`src/design/gvn_pkg.sv`:
```
package gvn_pkg;

  localparam int unsigned COORD_BITS_DEF = 24;
  localparam int unsigned NUM_COORDS     = 12;

  localparam int unsigned MAG_BITS   = 30;
  localparam int unsigned SQ_BITS    = 2 * MAG_BITS;
  localparam int unsigned SUM_BITS   = SQ_BITS + 2;
  localparam int unsigned LEN_BITS   = 31;
  localparam int unsigned DEN_BITS   = LEN_BITS + 1;
  localparam int unsigned Q_BITS     = 15;
  localparam int unsigned NUM_BITS   = MAG_BITS + Q_BITS + 2;
  localparam int unsigned NORM_BITS  = 16;
  localparam int unsigned OUT_TDATA_W = 3 * NORM_BITS;

  localparam logic [Q_BITS-1:0] ONE_Q14 = Q_BITS'(16384);

  typedef logic [MAG_BITS-1:0] mag_t;
  typedef logic [LEN_BITS-1:0] len_t;

  function automatic int unsigned diff_bits(int unsigned cb);
    return (cb > 30) ? 32 : cb + 1;
  endfunction

endpackage

```
`src/design/gvn_norm.sv`:
```
module gvn_norm #(
  parameter int unsigned COORD_BITS = gvn_pkg::COORD_BITS_DEF
) (
  input  logic clk_i,
  input  logic rst_ni,
  input  logic valid_i,
  output logic ready_o,
  input  logic [2:0][2*gvn_pkg::diff_bits(COORD_BITS)-1:0] mag_i,
  input  logic [2:0] neg_i,
  input  logic degen_i,
  output logic valid_o,
  input  logic ready_i,
  output logic [2:0][gvn_pkg::MAG_BITS-1:0] mag_o,
  output logic [2:0] neg_o,
  output logic degen_o
);
  import gvn_pkg::*;

  localparam int unsigned MW = 2 * diff_bits(COORD_BITS);
  localparam int unsigned XW = (MW > MAG_BITS) ? MW : MAG_BITS + 1;
  localparam int unsigned NK = $clog2(XW - MAG_BITS);
  localparam int unsigned NS = NK + 1;

  logic [NS-1:0] vld_q;
  logic [NS-1:0] en;

  logic [XW-1:0] m_q [NS][3];
  logic [2:0]    neg_q [NS];
  logic          dg_q  [NS];

  always_comb begin
    en[NS-1] = !vld_q[NS-1] || ready_i;
    for (int k = NS - 2; k >= 0; k--) begin
      en[k] = !vld_q[k] || en[k+1];
    end
  end

  assign ready_o = en[0];
  assign valid_o = vld_q[NS-1];

  always_ff @(posedge clk_i or negedge rst_ni) begin
    if (!rst_ni) begin
      vld_q <= '0;
    end else begin
      if (en[0]) vld_q[0] <= valid_i;
      for (int k = 1; k < NS; k++) begin
        if (en[k]) vld_q[k] <= vld_q[k-1];
      end
    end
  end

  // binary search for the block shift, largest step first, then a final single step
  for (genvar j = 0; j < NS; j++) begin : g_step
    localparam int unsigned SHF = (j < NK) ? (1 << (NK - 1 - j)) : 1;
    localparam int unsigned TH  = (j < NK) ? SHF + MAG_BITS : MAG_BITS;
    logic [XW-1:0] mi [3];
    logic [2:0]    ni;
    logic          di;
    logic [XW-1:0] orv;

    if (j == 0) begin : g_first
      always_comb begin
        for (int i = 0; i < 3; i++) begin
          mi[i] = XW'(mag_i[i]);
        end
      end
      assign ni = neg_i;
      assign di = degen_i;
    end else begin : g_next
      always_comb begin
        for (int i = 0; i < 3; i++) begin
          mi[i] = m_q[j-1][i];
        end
      end
      assign ni = neg_q[j-1];
      assign di = dg_q[j-1];
    end

    assign orv = mi[0] | mi[1] | mi[2];

    always_ff @(posedge clk_i) begin
      if (en[j]) begin
        for (int i = 0; i < 3; i++) begin
          m_q[j][i] <= ((orv >> TH) != '0) ? (mi[i] >> SHF) : mi[i];
        end
        neg_q[j] <= ni;
        dg_q[j]  <= di;
      end
    end
  end

  always_comb begin
    for (int i = 0; i < 3; i++) begin
      mag_o[i] = m_q[NS-1][i][MAG_BITS-1:0];
    end
  end

  assign neg_o   = neg_q[NS-1];
  assign degen_o = dg_q[NS-1];

endmodule

```
`config.mk`:
```
export PLATFORM = sky130hd
export DESIGN_NAME = gvn_norm
export DESIGN_NICKNAME = d
export VERILOG_FILES = /design/src/design/gvn_pkg.sv /design/src/design/gvn_norm.sv
export SDC_FILE = /design/constraint.sdc
export NUM_CORES = 1
export LEC_CHECK = 0
export BUFFER_PORTS_ARGS = -buffer_cell sky130_fd_sc_hd__buf_2
export CAP_MARGIN = 10
export CORE_MARGIN = 3
export CORE_UTILIZATION = 65
export CTS_CLUSTER_SIZE = 25
export DETAILED_ROUTE_END_ITERATION = 8
export PLACE_DENSITY = 0.85
export SYNTH_ARGS = -nofsm -noshare
export SYNTH_HDL_FRONTEND = slang
export SYNTH_SLANG_ARGS = --single-unit
export TNS_END_PERCENT = 1
```
`constraint.sdc`:
```
create_clock -name clk_i -period 8.97 [get_ports clk_i]
set_input_delay 1.794 -clock clk_i [delete_from_list [all_inputs] [get_ports clk_i]]
set_output_delay 1.794 -clock clk_i [all_outputs]
set_load 0.1 [all_outputs]
```
======== Yosys cells after proc, flatten, opt, wreduce, memory -nomap -nowiden ========
Memories as Yosys holds them, arrays and structs flattened.
Cells that the tools add are included.
word-level totals
  logic and storage cells ................. 69
  register bits ........................... 6
  output and inout port bits .............. 96
  input port bits ......................... 158
  memories ................................ 3
  memory bits (writable) .................. 924
cells by class
  mux-type cells .......................... 30
  reduce and logical (&&, ||, !) cells .... 18
  bitwise gates (word level) .............. 12
memory list
  name   depth  width  read ports  clocked after Yosys merged registers in  wr ports  line            text
  m_q    6      150    6           0                                        6         gvn_norm.sv:27  logic [XW-1:0] m_q [NS][3];
  neg_q  6      3      6           0                                        6         gvn_norm.sv:28  logic [2:0] neg_q [NS];
  dg_q   6      1      6           0                                        6         gvn_norm.sv:29  logic dg_q [NS];
operators by type and width
  cell                 count
  $mux W50             18
  $or A50 B50 Y50      12
  $reduce_bool A50 Y1  6
  $mux W1              12
  $logic_not A1 Y1     6
  $logic_or A1 B1 Y1   6

======== Depth between registers and ports, before layout ========
Gate-level depths: netlist of run 1.
  depth in word-level cells ............... 9
  gate-level depth with buffers ........... 6
  depth with buffers taken out ............ 4

======== Worst setup path after synthesis of run 1 ========
Ideal clock, no wire load.
  kind .................................... input port to output port
  start ................................... in ready_i
  end ..................................... out ready_o
  arrival time ............................ 6107 ps
  setup slack ............................. 1069 ps
  stages on the path ...................... 4
  cell sequence ........................... nor2b_1 > and3_1 > and3_1 > nand2_1
on the way
  cells in the longest elaborated chain, start to end .. 6
RTL lines
  item                             line            text
  from (decl)                      gvn_norm.sv:12  input logic ready_i,
  $logic_or A1 B1 Y1               gvn_norm.sv:32  en[NS-1] = !vld_q[NS-1] || ready_i;
  $logic_or A1 B1 Y1 (5 in a row)  gvn_norm.sv:34  en[k] = !vld_q[k] || en[k+1];
  to (decl)                        gvn_norm.sv:7   output logic ready_o,
Every way passes these cells.

======== Final worst setup path of run 1 ========
Same ends and word-level chain as after synthesis.

==> results of run 1 <==
-- layer usage --
layer  up-vias  part of all wire [%]  GRT usage (%)  routed length, um
met3       154                   7.8           4.47               5350
met1      8198                    39           33.1              26700
met2       825                    50           40.7              34100
met4         6                   3.0           8.15               2040
met5         -                 0.060              0                 41
li1       7372                     -              -                  -
-- worst paths after layout --
kind,depth (start not counted),start,slack [ns],endpoint
max,6,ready_i,3.68,ready_o
min,0,neg_q[1][0],0.42,neg_q[2][0]
max reg2reg,6,vld_q[5],5.34,m_q[0][36]
min reg2reg,0,neg_q[1][0],0.42,neg_q[2][0]
max in group asynchronous,1,rst_ni,7.84,vld_q[3]
min in group asynchronous,1,rst_ni,0.99,vld_q[1]
-- cells in the final DEF, fill, tap and decap left out, drive strengths merged --
cell,instances
edfxtp,864
mux2,537
buf,272
clkbuf,104
nor4,68
a21o,61
conb,57
clkinv,38
and2,36
nand4,13
bufinv,6
dfrtp,6
inv,5
nand2,5
nand3,3
or2,3
and3,3
nor3,3
diode,2
nor2,2
nand2b,2
nor2b,1
clkinvlp,1
-- Yosys cell counts (all sizes together) (3+ instances only) --
library cell,instances
a21o,61
and2,36
and3,3
buf,59
clkbuf,158
dfrtp,6
edfxtp,864
inv,3
mux2,537
nand2,5
nand3,3
nand4,13
nor3,3
nor4,68
or2,3
-- layout make-up --
class                      instances  share of cell area [%]
clock buffer                     104                    5.64
inverter                           3                  0.0583
clock inverter                    47                    1.07
antenna                            2                  0.0130
timing repair buffer             272                    3.65
multi-input combinational        794                    19.8
tap                              680                    2.20
sequential                       870                    67.6
-- through the flow --
step	util (%)	instance area, um^2
global placement	69.4	36000
detailed placement	69.4	36000
global route	74.4	38600
finish	74.4	38600
floorplan	-	34700
CTS	74.4	38600
-- state kept, by name, summed over array words and instances, names as in the netlist --
signal and flops:
neg_q 18, m_q 840, dg_q 6, vld_q 6
-- cell families (layout without fill, tap and decap cells) --
logic type / count (synthesis) / in the layout / share of synthesized area (%)
buffers and inverters: 220 / 426 / 2.84
and+or+nand+nor: 139 / 139 / 2.53
other: 1 / 59 / 0.0109
DFF: 870 / 870 / 75.7
AOI/OAI and AO/OA: 61 / 61 / 1.33
muxes: 537 / 537 / 17.6
-- power by group through the flow --
stage	Sequential (W)	Clock (W)	Combinational, W
after floorplan	0.00631	0	0.000560
final	0.00581	0.00335	0.00138
after detailed placement	0.00586	0	0.00136
after global routing	0.00587	0.00355	0.00146
after global placement	0.00581	0	0.00134
after CTS	0.00580	0.00338	0.00139
-- critical path, delay by kind of cell --
kind,cells,cell delay [ns]
AND/OR/NAND/NOR,4,1.30
buffers and inverters,2,0.41
==> impl_metrics.csv, run 1 <==
group,metric,value,unit
route,wl,68.3,mm
logic_synthesis,synth_edf_count,864,
sta,setup_viol,0,
sta,finalCritPeriodShare,59.0,%
pwr,seq_power_share,55.1,%
logic_synthesis,ys_seq_area_share,75.7,%
route,num_vias,16600,
final_layout,drive_gt1_share,44.5,%
global_route,grt_usage,24.4,%
sta,hold_violations,0,
worst_setup_path,cp-start-kind,"primary input",
final_layout,fillers,2827,
logic_synthesis,synth.cell_area,0.0345,mm^2
place,dp_hpwl,44.1,mm
floorplanning,die_h,236,um
logic_synthesis,postSynthAreaPerCell,18.8,um^2
place,portBuffers,253,
sta,rsz0062_at_grt,"false",
clock_network,clk_pin_slew_worst_paths,0.06,ns
clock_network,postCtsSetupRepairBufs,0,
floorplanning,core_area,0.0519,mm^2
pwr,ir_drop,0.000164,V
sta,holdWs,0.419,ns
worst_setup_path,cp_data_arrival_time,3.50,ns
pwr,combPwrFrac,13.1,%
clock_network,htree_levels,3,
worst_setup_path,slowest_stage,"and3_1",
floorplanning,rows,83,
logic_synthesis,synth_top_area_share,75.3,%
worst_setup_path,end_kind,"output port",
sta,worst_slew_pin_slew,1.16,ns
final_layout,area_growth,12.1,%
run,maxCapViolCount,0,
route,drc,0,
place,dp.cells,2619,
route,detail_route.wl_per_cell,24.6,um
logic_synthesis,postSynthCellCount,1828,
min_path,hold_class,"reg -> reg",
global_route,grt_antenna_before_repair,5,
sta,fin_ws,3.68,ns
sta,max_freq,189,MHz
pwr,finalPower,0.0105,W
worst_setup_path,criticalPathCategory,"in -> out",
route,post_drt_via_cell_ratio,5.97,
logic_synthesis,yosys-top-cells-area,"edfxtp_1 (75%), mux2_2 (17%), clkbuf_1 (1.7%)",
logic_synthesis,ys.warnings.count,0,
sta,skew,0.0329,ns
global_route,grt-ovfl-total,0,
pwr,p_switching,0.00283,W
worst_setup_path,critPathMaxFanout,4,
final_layout,multi_input_area,0.00764,mm^2
place,pre_cts_ws,3.81,ns
final_layout,stdcell_count,2772,
route,drt_pre_antenna_iters,6,
floorplanning,num_io_pins,254,
worst_setup_path,slowest_delay,0.43,ns
sta,drv_slew,0,
run_status,status,"finished clean",
worst_setup_path,path_cells,"buf_2, nor2b_1, and3_1, and3_1, nand2_4, buf_2",
pwr,p_per_area,273,mW/mm^2
route,drt_iter0_markers,1913,
floorplanning,initial_core_util,66.3,%
logic_synthesis,synth_largest_area_cell,"edfxtp_1",
floorplanning,die-area,0.0558,mm^2
route,ant_nets,0,
clock_network,cts_tree,"built",
clock_network,cts_buffers,82,
global_route,grt_max_degree,112,
pwr,power_leakage,14.5,nW
final_layout,nets,2181,
logic_synthesis,ys_types,25,
clock_network,cts_hold_buf,0,
logic_synthesis,ys.flop_type,"edfxtp_1",
sta,fin_setup_tns,0,ns
clock_network,ctsResizeCount,0,
pwr,internal_power,0.00771,W
logic_synthesis,async_flop_share,0.690,%
floorplanning,die_w,236,um
global_route,grt_pass1_wl,103,mm
sta,fin_crit,5.29,ns
logic_synthesis,ys_ff_latch,870,
clock_network,cts-root-buf,"clkbuf_16",
clock_network,clk_latency,0.63,ns
pwr,power.share.switching,26.9,%
clock_network,cts.sinks,870,
place,routabilityCongestion,0.879,
sta,slew_headroom,22.6,%
final_layout,regArea,0.0261,mm^2
global_route,grt_pass1_vias,17000,
pwr,p_clk_share,31.8,%
worst_setup_path,required,7.18,ns
clock_network,cts.path.max_buffers,3,
Power figures use the tool's default switching activity.
==> run 2, diff against run 1 <==
--- a/config.mk
+++ b/config.mk
@@ -8,10 +8,10 @@
 export BUFFER_PORTS_ARGS = -buffer_cell sky130_fd_sc_hd__buf_2
 export CAP_MARGIN = 10
 export CORE_MARGIN = 3
-export CORE_UTILIZATION = 65
+export CORE_UTILIZATION = 60
 export CTS_CLUSTER_SIZE = 25
 export DETAILED_ROUTE_END_ITERATION = 8
-export PLACE_DENSITY = 0.85
+export PLACE_DENSITY = 0.79
 export SYNTH_ARGS = -nofsm -noshare
 export SYNTH_HDL_FRONTEND = slang
 export SYNTH_SLANG_ARGS = --single-unit
==> constraint.sdc (replaced) <==
create_clock -name clk_i -period 5.5 [get_ports clk_i]
set_input_delay 1.1 -clock clk_i [delete_from_list [all_inputs] [get_ports clk_i]]
set_output_delay 1.1 -clock clk_i [all_outputs]
set_load 0.1 [all_outputs]
==> impl_metrics.csv, run 2 (synthesis results as in run 1) <==
group,metric,value,unit
run_status,status,"finished clean",
floorplanning,num_io_pins,254,
global_route,grt_antenna_before_repair,3,
worst_setup_path,cp-start-kind,"primary input",
route,detail_route.wl_per_cell,22.6,um
clock_network,cts_tree,"built",
worst_setup_path,worstSetupEndpoint,"ready_o",
global_route,grt_pass1_wl,98.5,mm
worst_setup_path,worstSetupPathDepth,6,
global_route,grt_max_degree,122,
route,post_drt_via_cell_ratio,5.67,
sta,drv_slew,0,
clock_network,postCtsSetupRepairBufs,0,
final_layout,final_common_cell,"edfxtp_1",
clock_network,cts.path.max_buffers,3,
sta,slew_headroom,21.7,%
min_path,hold_class,"in -> async",
worst_setup_path,critPathMaxFanout,13,
final_layout,area_growth,12.4,%
worst_setup_path,critPathTopFamily,"simple AND/OR/NAND/NOR gates",
pwr,ir_drop,0.000284,V
place,routabilityCongestion,0.842,
worst_setup_path,cp_data_arrival_time,2.92,ns
pwr,combPwrFrac,13.1,%
worst_setup_path,required,4.40,ns
worst_setup_path,criticalPathCategory,"in -> out",
clock_network,clk_pin_slew_worst_paths,0.06,ns
sta,skew,0.0355,ns
sta,finalCritPeriodShare,73.0,%
worst_setup_path,end_kind,"output port",
final_layout,largest_register_ffs,840,
floorplanning,die_h,246,um
sta,max_freq,249,MHz
worst_setup_path,slowest_stage,"and3_1",
route,num_vias,16200,
clock_network,cts_buffers,83,
sta,setup_viol,0,
worst_setup_path,reg2reg_from,"vld_q[5]",
floorplanning,die-area,0.0603,mm^2
final_layout,layout_common_cells,"edfxtp_1 (864), mux2_2 (528), buf_2 (253)",
route,wl,64.4,mm
worst_setup_path,worstSetupStartpoint,"ready_i",
worst_setup_path,slowest_delay,0.46,ns
global_route,grt_pass1_vias,16300,
floorplanning,initial_core_util,60.9,%
worst_setup_path,r2r-end,"m_q[0][44]",
worst_setup_path,cp_num_buf_inv,2,
sta,worst_slew_pin_slew,1.17,ns
final_layout,top_regs,"m_q: 840 flops, neg_q: 18 flops",
floorplanning,core_area,0.0566,mm^2
clock_network,ctsResizeCount,0,
place,place_area,0.0362,mm^2
clock_network,cts.sinks,870,
global_route,grt-ovfl-total,0,
final_layout,drive_gt1_share,44.1,%
sta,hold_violations,0,
final_layout,largest_register,"m_q",
floorplanning,die_w,246,um
pwr,power_leakage,14.5,nW
sta,fin_setup_tns,0,ns
floorplanning,rows,87,
route,drt_pre_antenna_iters,6,
final_layout,finalInstanceArea,0.0387,mm^2
sta,rsz0062_at_grt,"false",
place,portBuffers,253,
worst_setup_path,ff2ff_setup_slack,2.03,ns
global_route,grt_usage,21.8,%
pwr,power.share.switching,26.3,%
pwr,seq_power_share,55.2,%
place,dp_hpwl,43.4,mm
pwr,p_switching,0.00450,W
pwr,internal_power,0.0126,W
worst_setup_path,path_cells,"buf_2, nor2b_1, and3_1, and3_1, nand2_8, buf_2",
route,drc,0,
clock_network,cts-root-buf,"clkbuf_16",
pwr,p_clk_share,31.7,%
sta,fin_crit,4.02,ns
route,ant_nets,0,
worst_setup_path,rr_worst_depth,6,
pwr,p_per_area,441,mW/mm^2
clock_network,htree_levels,3,
clock_network,clk_latency,0.63,ns
run,maxCapViolCount,0,
route,drt_iter0_markers,1527,
final_layout,nets,2183,
clock_network,cts_hold_buf,0,
## run 2: cell types whose count changed in the layout (fill, tap and decap cells not counted), moves of 2 or more
cell	change
clkinv_1	+11
clkinv_2	-9
clkinv_8	-3
buf_12	+2
## run 2: layer usage
layer,GRT usage [%],share of wire (%)
met5,0,0.020
met2,34.1,47
met3,4.00,7.6
met4,6.83,2.4
met1,31.5,43
## run 2: final cells by class
cell class | instances | area (um^2)
Sequential cell | 870 | 26100
Fill cell | 3468 | 17900
Multi-Input combinational cell | 794 | 7650
Clock buffer | 106 | 2220
Timing Repair Buffer | 273 | 1440
Tap cell | 756 | 946
Clock inverter | 46 | 363
Inverter | 3 | 22.5
Antenna cell | 2 | 5.00
## run 2: power groups by stage
stage	combinational [W]	sequential, W	clock [W]
2_1_floorplan	0.000913	0.0103	0
3_3_place_gp	0.00221	0.00950	0
3_5_place_dp	0.00222	0.00955	0
4_1_cts	0.00225	0.00944	0.00553
5_1_grt	0.00237	0.00955	0.00580
6_report	0.00224	0.00944	0.00543
## run 2: through the flow
stage               power (W)  instances  utilization [%]  hold slack, ns  worst slack [ns]
global route           0.0177       2848             68.4           0.295              1.39
global placement       0.0117       2696             63.9           0.404              1.43
detailed placement     0.0118       2696             63.9           0.405              1.33
finish                 0.0171       2850             68.4           0.312              1.48
CTS                    0.0172       2848             68.4           0.283              1.48
floorplan              0.0112       1884                -           0.400             0.203
## run 2: how the worst min path moves through the flow
stage                      startpoint           to  slack (ns)  cells after the start
after floorplan               dg_q[0]      dg_q[1]        0.40                      0
after global placement    neg_q[1][0]  neg_q[2][0]        0.40                      0
after detailed placement      dg_q[4]      dg_q[5]        0.40                      0
after CTS                      rst_ni     vld_q[3]        0.28                      1
after global routing           rst_ni     vld_q[1]        0.30                      1
final                          rst_ni     vld_q[3]        0.31                      1
